File: config.mk
export PLATFORM = sky130hd
export DESIGN_NAME = pass_cmp
export DESIGN_NICKNAME = d
export VERILOG_FILES = /design/src/design/pass_pkg.sv /design/src/design/pass_cmp.sv
export SDC_FILE = /design/constraint.sdc
export NUM_CORES = 1
export LEC_CHECK = 0
export ABC_AREA = 1
export CORE_AREA = 5 5 42 44
export DETAILED_ROUTE_END_ITERATION = 10
export DIE_AREA = 0 0 47 49
export DONT_BUFFER_PORTS = 1
export GPL_TIMING_DRIVEN = 1
export SYNTH_ARGS = -nofsm -noshare
export SYNTH_HDL_FRONTEND = slang
export SYNTH_SLANG_ARGS = --single-unit
File: constraint.sdc
create_clock -name vclk -period 1.1
set_input_delay 0.055 -clock vclk [all_inputs]
set_output_delay 0.055 -clock vclk [all_outputs]
set_load 0.03 [all_outputs]
File: src/design/pass_pkg.sv
// Package for the profile address sorted set: sequencer states, status and
// mode codes, the compare result type and the address encoder.
// Self-contained; used by pass_cmp and the top level.
package pass_pkg;

  localparam int unsigned DEFAULT_DEPTH = 1024;
  localparam int unsigned CODE_W        = 16;
  localparam int unsigned COUNT_OUT_W   = 11;

  localparam logic [7:0]        TEXT_TYPE = 8'd34;
  localparam logic [CODE_W-1:0] OVL_FLAG  = 16'h8000;
  localparam logic [CODE_W-1:0] OVL_BASE  = 16'hE000;

  localparam logic [1:0] MODE_INSERT = 2'd0;
  localparam logic [1:0] MODE_READ   = 2'd1;
  localparam logic [1:0] MODE_CLEAR  = 2'd2;

  localparam logic [2:0] ST_ADDED   = 3'd0;
  localparam logic [2:0] ST_IGNORED = 3'd1;
  localparam logic [2:0] ST_FULL    = 3'd2;
  localparam logic [2:0] ST_RANGE   = 3'd3;
  localparam logic [2:0] ST_OK      = 3'd4;

  typedef enum logic [4:0] {
    S_IDLE   = 5'b00001,
    S_SEARCH = 5'b00010,
    S_SHIFT  = 5'b00100,
    S_WRITE  = 5'b01000,
    S_READ   = 5'b10000
  } seq_state_e;

  typedef struct packed {
    logic lt;  // table entry below the new code
    logic eq;  // table entry equal to the new code
  } cmp_t;

  function automatic logic [CODE_W-1:0] encode_code(input logic [7:0]        ovno,
                                                    input logic [CODE_W-1:0] value);
    logic [CODE_W-1:0] off;
    off = value - OVL_BASE;
    if (ovno != 8'd0) begin
      encode_code = OVL_FLAG | {ovno[3:0], 12'h000} | {1'b0, off[CODE_W-1:1]};
    end else begin
      encode_code = {1'b0, value[CODE_W-1:1]};
    end
  endfunction

endpackage

File: src/design/pass_cmp.sv
// Shared magnitude comparator used by the sequencer for every search step.
// Depends on pass_pkg for the compare result type.
module pass_cmp (
  input  logic [pass_pkg::CODE_W-1:0] entry_i,
  input  logic [pass_pkg::CODE_W-1:0] code_i,
  output pass_pkg::cmp_t              cmp_o
);
  import pass_pkg::*;

  always_comb begin
    cmp_o.lt = (entry_i < code_i);
    cmp_o.eq = (entry_i == code_i);
  end

endmodule

Word level (Yosys, flattened, before mapping)
Index checks and enable logic that the tools add are counted.
- output and inout port bits: 2
- bits of input ports: 32
- register bits after elaboration: 0
- word-level logic and storage cells: 2
- equal/unequal tests: 1
- magnitude comparators: 1
- operators with widths (cell ; number):
    $eq 16x16->1 ; 1
    $lt 16x16->1 ; 1

Longest topological paths before layout
Gate-level depths: netlist of the first run.
- depth in word-level cells: 1
- depth in mapped cells: 10
- depth with buffers taken out: 10

Least setup slack after synthesis of the first run
OpenSTA, ideal clock, no wires.
- kind: input-to-output
- start: input code_i[7] in the netlist's numbering
- end: output cmp_o[0] in the netlist's numbering
- data arrival time: 1.025 ns
- stages on the path: 6
- slack: 0.020 ns
- required time: 1.045 ns
- cell sequence: inv_1 -> ha_1 -> nand2_1 -> nor2_1 -> nand4_1 -> nor2_1
- RTL lines (item ; RTL line ; text):
    start, declared ; pass_cmp.sv:5 ; input logic [pass_pkg::CODE_W-1:0] code_i,
    end, declared ; pass_cmp.sv:6 ; output pass_pkg::cmp_t cmp_o

==> impl_metrics.py, run 1 <==
metrics = {
    "status": {
        "status": "complete, no violations",
    },
    "worst_setup_path": {
        "path_max_fanout": 2,
        "cp-start-kind": "primary input",
        "critPathCapture": "cmp_o[1]",
        "setup.worst_path.end_class": "output pin",
        "worstSetupPathType": "primary input to output pin",
        "required_ns": 1.04,
        "critical_path_arrival_ns": 0.96,
        "crit_start": "code_i[15]",
    },
    "hold_path": {
        "hold_class": "primary input to output pin",
        "min_path_cells": 4,
    },
    "route": {
        "routed_wirelength_microns": 860,
        "viasPerCell": 4.53,
        "firstDrtPassIters": 1,
        "drtIter0Drc": 0,
        "vias": 403,
        "drtAntennaViolNets": 0,
        "routedWlPerCell_microns": 9.66,
        "drc": 0,
    },
    "synth": {
        "ys_seq_area_share_pct": 0,
        "yosysUniqueCellTypes": 10,
        "syn_area_sq_um": 429,
        "synth_nets": 118,
        "syn_inst": 70,
        "synth_warnings": 0,
        "avgSynthCellArea_sq_um": 6.13,
    },
    "power_and_ir_drop": {
        "max-vdd-ir-drop_v": 0.000118,
        "p_leak_uw": 0.000326,
        "cellPowerDensity_nw_per_um2": 325,
    },
    "cells_and_area": {
        "regArea_sq_um": 0,
        "seq_cell_count": 0,
        "final_util_pct": 39.6,
        "nNetsFinal": 123,
        "n_clock_buffer": 0,
        "fillCellCount": 161,
        "drive_gt1_share_pct": 17.8,
        "area_growth_pct": 29.2,
        "diodes": 0,
    },
    "timing": {
        "setup_tns_ns": 0,
        "rsz0062_at_grt": "false",
        "setup_viol": 0,
        "fmax_ghz": 0.981,
        "tightest_slew_ns": 0.133,
        "min_period_ns": 1.02,
        "maxSlewViolCount": 0,
        "relSlewSlack_pct": 91.1,
        "post-route-period-util_pct": 92.6,
        "whs_ns": 0.562,
        "hold_viol": 0,
    },
    "floorplanning": {
        "die_h_microns": 49,
        "start_util_pct": 30.6,
        "die_w_microns": 47,
        "num_rows": 14,
        "io_pins": 34,
        "dieArea_sq_um": 2300,
        "core_area_sq_um": 1400,
    },
    "global_route": {
        "grt_antenna_before_repair": 0,
        "grt_max_degree": 3,
        "grt_pass1_wl_microns": 1240,
        "grt.overflow.total": 0,
        "grt_pass1_vias": 342,
        "track_usage_pct": 6.39,
    },
    "placed_design": {
        "io_buffers": 0,
        "globalplace.congestion": 0.620,
        "post-dp-hpwl_microns": 776,
    },
    "cts": {
        "cts_hold_buf": 0,
    },
    "run": {
        "maxCapViolCount": 0,
    },
}
==> routing by layer <==
layer  up-vias  share of wire [%]  track usage, %  routed length (microns)
met2        20                 48            9.95                      410
met5         -                  0               0                        0
met4         0                  0               0                        0
li1        223                  -               -                        -
met1       160                 46            10.0                      395
met3         0                6.3           0.369                       54
==> cells in the mapped netlist <==
| cell type | instances | area share [%] |
|---|---|---|
| nand4_1 | 1 | 1.5 |
| o21ai_1 | 1 | 1.2 |
| a21o_1 | 2 | 3.5 |
| nand2_1 | 16 | 14 |
| a21oi_2 | 1 | 2.0 |
| nor2_1 | 6 | 5.2 |
| o21a_1 | 1 | 1.7 |
| ha_1 | 16 | 47 |
| a21oi_1 | 5 | 5.8 |
| inv_1 | 21 | 18 |
==> through the flow <==
step                instances  area (sq um)  setup WS (ns)  total power (uW)
detailed placement         88           464         0.0597               150
floorplan                  70           429         0.0202               121
global placement           88           464         0.0528               146
CTS                        88           464         0.0551               152
finish                     89           554         0.0811               180
global route               89           554        0.00100               218
==> worst min-delay path by stage <==
stage / from / end / slack, ns
global route: entry_i[1] / cmp_o[0] / 0.60
floorplan: entry_i[15] / cmp_o[1] / 0.49
detailed placement: code_i[0] / cmp_o[0] / 0.55
global placement: code_i[0] / cmp_o[0] / 0.54
CTS: code_i[0] / cmp_o[0] / 0.57
finish: code_i[0] / cmp_o[0] / 0.56
==> final cells by class <==
cell class / instances / area (sq um) / area share (%)
well taps: 16 / 20.0 / 3.61
repair buffers: 3 / 26.3 / 4.74
inverters: 21 / 78.8 / 14.2
multi-input cells: 49 / 429 / 77.4
==> timing repair <==
item                                    CTS  global route
endpoints found under the setup margin    0             2
gates resized for setup                   0            10
setup buffers                             0             1
==> report_power, final <==
group	leakage, uW	total, uW	switching, uW	internal, uW
logic	0.000326	180	90.4	89.8
registers	0	0	0	0
clock network	0	0	0	0
total	0.000326	180	90.4	89.8
==> critical path: stages <==
cell,delay [ns]
inv_1,0.02
ha_1,0.28
a21oi_1,0.16
o21a_1,0.13
nand2_1,0.06
a21oi_2,0.11
buf_6,0.14
==> kinds of logic (layout without fill, tap and decap cells) <==
family | Yosys count | in the layout | share of synthesized area (%)
AOI/OAI and AO/OA | 10 | 10 | 14.3
buffers and inverters | 21 | 24 | 18.4
and+or+nand+nor | 23 | 23 | 20.7
adders and majority gates | 16 | 16 | 46.6
==> placed cells by master (no fill, tap or decap) <==
cell     synthesis  final
a21o_1           2      2
a21oi_1          5      4
a21oi_2          1      2
buf_4            0      2
buf_6            0      1
ha_1            16     10
ha_4             0      6
inv_1           21     19
inv_2            0      2
nand2_1         16     16
nand4_1          1      1
nor2_1           6      6
o21a_1           1      1
o21ai_1          1      1
Note: power is estimated with default switching activity, not from simulation.
==> run 2: changes to the inputs <==
--- a/config.mk
+++ b/config.mk
@@ -8,2 +8,3 @@
 export ABC_AREA = 1
+export BUFFER_PORTS_ARGS = -buffer_cell sky130_fd_sc_hd__buf_2
 export CORE_AREA = 5 5 42 44
@@ -11,4 +12,4 @@
 export DIE_AREA = 0 0 47 49
-export DONT_BUFFER_PORTS = 1
 export GPL_TIMING_DRIVEN = 1
+export PLACE_DENSITY = 0.68
 export SYNTH_ARGS = -nofsm -noshare
==> constraint.sdc (replaced) <==
create_clock -name vclk -period 1.1
set_input_delay 0.11 -clock vclk [all_inputs]
set_output_delay 0.11 -clock vclk [all_outputs]
set_load 0.03 [all_outputs]
==> impl_metrics.py, run 2 (synthesized netlist as in run 1, its figures left out) <==
metrics = {
    "cells_and_area": {
        "n_clock_buffer": 0,
        "drive_gt1_share_pct": 68.6,
        "seq_cell_count": 0,
        "regArea_sq_um": 0,
        "fillCellCount": 124,
        "nNetsFinal": 155,
        "diodes": 0,
        "area_growth_pct": 109,
        "fin_cells": 121,
        "final_common_cell": "buf_2",
        "final_cell_mix": "buf_2, ha_4, inv_1, nand2_1, inv_2",
    },
    "hold_path": {
        "hold_class": "primary input to output pin",
    },
    "route": {
        "vias": 554,
        "drc": 0,
        "drtAntennaViolNets": 0,
        "firstDrtPassIters": 1,
        "viasPerCell": 4.58,
        "drtIter0Drc": 0,
        "routedWlPerCell_microns": 11.0,
        "routed_wirelength_microns": 1330,
    },
    "status": {
        "violations": "setup timing",
        "status": "complete, but fails checks",
    },
    "power_and_ir_drop": {
        "p_leak_uw": 0.000470,
        "max-vdd-ir-drop_v": 0.000188,
        "finalPower_uw": 352,
        "cellPowerDensity_nw_per_um2": 392,
    },
    "placed_design": {
        "io_buffers": 34,
        "post-dp-hpwl_microns": 1020,
        "globalplace.congestion": 0.657,
        "placed_cells": 121,
    },
    "floorplanning": {
        "die_h_microns": 49,
        "dieArea_sq_um": 2300,
        "io_pins": 34,
        "num_rows": 14,
        "die_w_microns": 47,
        "core_area_sq_um": 1400,
        "start_util_pct": 30.6,
    },
    "timing": {
        "fin_ws_ns": -0.117,
        "hold_viol": 0,
        "fmax_ghz": 0.822,
        "min_period_ns": 1.22,
        "post-route-period-util_pct": 111,
        "maxSlewViolCount": 0,
        "relSlewSlack_pct": 92.4,
        "setup_tns_ns": -0.153,
        "tightest_slew_ns": 0.113,
        "rsz0062_at_grt": "true",
        "setup_viol": 2,
        "whs_ns": 0.791,
    },
    "global_route": {
        "grt_pass1_vias": 566,
        "grt_antenna_before_repair": 0,
        "grt.overflow.total": 0,
        "grt_pass1_wl_microns": 2130,
        "track_usage_pct": 11.8,
        "grt_max_degree": 3,
    },
    "cts": {
        "cts_hold_buf": 0,
        "cts_setup_buffers": 0,
    },
    "worst_setup_path": {
        "cp-start-kind": "primary input",
        "worstSetupPathType": "primary input to output pin",
        "setup.worst_path.end_class": "output pin",
        "critical_path_arrival_ns": 1.11,
        "required_ns": 0.99,
        "path_max_fanout": 2,
    },
    "run": {
        "maxCapViolCount": 0,
    },
}
[run 2: cell count changes in the layout (fill, tap and decap cells not counted), moves of 4 or more]
cell and delta:
nor2_1 -4, inv_2 +7, nand2_1 -5, ha_1 -6
inv_1 -8, buf_6 +7, ha_4 +6, buf_2 +26
[run 2: worst paths after layout]
kind	from	to	slack, ns	cells past startpoint
setup / recovery	code_i[13]	cmp_o[1]	-0.12	9
hold / removal	code_i[0]	cmp_o[0]	0.79	5
[run 2: critical path: stages]
cell	delay, ns
buf_2	0.10
inv_1	0.09
ha_4	0.21
nand2_1	0.10
nor2_4	0.04
nand2_1	0.09
inv_1	0.08
a21oi_4	0.14
buf_6	0.14
[run 2: timing repair]
action | in CTS | in global routing
resized for setup | 37 | 13
pin swaps | 17 | 9
setup endpoints to repair | 2 | 2
[run 2: cell type report]
cell class | instances | area (sq um) | area share, %
Tap cell | 16 | 20.0 | 2.23
Multi-Input combinational cell | 49 | 569 | 63.4
Timing Repair Buffer | 35 | 228 | 25.3
Inverter | 21 | 81.3 | 9.05
[run 2: routing by layer]
layer  wire length [microns]  GRT usage (%)  part of all wire, %  vias up
met5                       0              0                    0        -
met4                       0              0                    0        0
met3                     127          0.738                  9.6        0
met2                     750           24.7                   57       22
met1                     448           12.4                   34      245
li1                        -              -                    -      287
[run 2: power by group]
| group | total (uW) | switching (uW) | internal (uW) | leakage [uW] |
|---|---|---|---|---|
| clock network | 0 | 0 | 0 | 0 |
| logic | 352 | 164 | 188 | 0.000470 |
| registers | 0 | 0 | 0 | 0 |
[run 2: through the flow]
step / instance area [sq um] / worst slack, ns / utilization (%)
final: 898 / -0.117 / 64.1
after global routing: 898 / -0.173 / 64.1
after CTS: 840 / -0.112 / 59.9
after floorplan: 439 / 0.00103 / -
after detailed placement: 637 / -0.232 / 45.4
after global placement: 637 / -0.224 / 45.4
==> run 3: changes to the inputs <==
- clock period: 1.1 -> 1.4 ns (I/O delays scaled with it)
==> impl_metrics.py, run 3 (synthesized netlist as in run 1, its figures left out) <==
metrics = {
    "status": {
        "status": "complete, no violations",
    },
    "worst_setup_path": {
        "required_ns": 1.26,
        "setup.worst_path.end_class": "output pin",
        "crit_slowest_cell": "ha_1",
        "cp_num_buf_inv": 2,
        "path_cells": "buf_2 > ha_1 > a21o_1 > o21ai_1 > nand2_1 > a21oi_2 > buf_6",
        "critical_path_arrival_ns": 1.15,
        "crit_start": "entry_i[11]",
        "path_delay_family": "compound AO/OA/AOI/OAI gates",
        "path_max_fanout": 2,
        "cp-start-kind": "primary input",
        "slowest_delay_ns": 0.29,
        "worstSetupPathType": "primary input to output pin",
    },
    "placed_design": {
        "io_buffers": 34,
        "post-dp-hpwl_microns": 936,
        "globalplace.congestion": 0.590,
        "dp_worst_setup_slack_ns": 0.0546,
        "placed_area_sq_um": 619,
    },
    "cells_and_area": {
        "n_clock_buffer": 0,
        "fillCellCount": 171,
        "regArea_sq_um": 0,
        "finalInstanceArea_sq_um": 631,
        "final_cell_mix": "buf_2, inv_1, nand2_1, ha_1",
        "diodes": 0,
        "final_common_cell": "buf_2",
        "nNetsFinal": 154,
        "multi_input_area_sq_um": 353,
        "drive_gt1_share_pct": 34.6,
        "area_growth_pct": 46.9,
        "seq_cell_count": 0,
    },
    "route": {
        "routed_wirelength_microns": 931,
        "firstDrtPassIters": 1,
        "drc": 0,
        "viasPerCell": 4.48,
        "vias": 538,
        "drtAntennaViolNets": 0,
        "routedWlPerCell_microns": 7.76,
        "drtIter0Drc": 0,
    },
    "timing": {
        "post-route-period-util_pct": 92.3,
        "fin_ws_ns": 0.108,
        "hold_viol": 0,
        "fmax_ghz": 0.774,
        "rsz0062_at_grt": "false",
        "tightest_slew_ns": 0.143,
        "maxSlewViolCount": 0,
        "setup_viol": 0,
        "relSlewSlack_pct": 90.4,
        "min_period_ns": 1.29,
        "whs_ns": 0.826,
        "setup_tns_ns": 0,
    },
    "floorplanning": {
        "die_h_microns": 49,
        "die_w_microns": 47,
        "io_pins": 34,
        "dieArea_sq_um": 2300,
        "num_rows": 14,
        "start_util_pct": 30.6,
        "core_area_sq_um": 1400,
    },
    "power_and_ir_drop": {
        "p_seq_share_pct": 0,
        "p_leak_uw": 0.000448,
        "finalPower_uw": 164,
        "power.internal_uw": 85.4,
        "cellPowerDensity_nw_per_um2": 260,
        "p_sw_share_pct": 47.9,
        "max-vdd-ir-drop_v": 0.0000922,
        "p_comb_share_pct": 100.0,
        "switchingPower_uw": 78.5,
        "power.share.clock_pct": 0,
    },
    "hold_path": {
        "worstHoldStart": "code_i[0]",
        "min_path_cells": 5,
        "hold_class": "primary input to output pin",
        "holdPathEnd": "cmp_o[0]",
    },
    "global_route": {
        "grt_pass1_vias": 451,
        "grt_antenna_before_repair": 0,
        "grt_pass1_wl_microns": 1490,
        "track_usage_pct": 7.79,
        "grt.overflow.total": 0,
        "grt_max_degree": 3,
    },
    "cts": {
        "cts_setup_buffers": 0,
    },
    "run": {
        "maxCapViolCount": 0,
    },
}
==> run 3: changes by cell type in the layout (fill, tap and decap cells not counted), sizes merged <==
cell / change
buf: -1
==> run 3: how the worst max path moves through the flow <==
stage	end	cells after the start
3_5_place_dp	cmp_o[1]	7
2_1_floorplan	cmp_o[0]	6
5_1_grt	cmp_o[1]	8
3_3_place_gp	cmp_o[1]	7
6_report	cmp_o[1]	7
4_1_cts	cmp_o[1]	7
==> run 3: power by group through the flow <==
stage               Sequential (uW)  Clock, uW  Combinational (uW)
floorplan                         0          0                95.4
global placement                  0          0                 153
detailed placement                0          0                 160
CTS                               0          0                 162
global route                      0          0                 195
finish                            0          0                 164
==> run 3: tightest hold or removal path: cells and delay by family <==
kind                     cells  cell delay, ns
adder cells (fa/ha/maj)      1            0.12
buffers and inverters        2            0.25
AND/OR/NAND/NOR              2            0.18
==> run 3: cell type report <==
class	instances	share of cell area, %
multi-input combinational	49	56.0
tap	16	3.17
timing repair buffer	34	28.4
inverter	21	12.5
==> run 3: stage by stage <==
step / instances / utilization (%)
after floorplan: 70 / -
after global placement: 120 / 44.2
after detailed placement: 120 / 44.2
after CTS: 120 / 44.2
after global routing: 120 / 45.0
final: 120 / 45.0
==> run 3: timing repair <==
| action | in CTS | in global routing |
|---|---|---|
| resized for setup | 0 | 6 |
| setup endpoints to repair | 0 | 2 |
| hold buffers | 0 | 0 |
==> run 3: per-layer routing <==
metal,track usage (%),vias up,part of all wire (%)
met5,0,-,0
met4,0,0,0
met3,0.738,0,13
met2,14.7,20,50
met1,9.57,233,38
li1,-,285,-
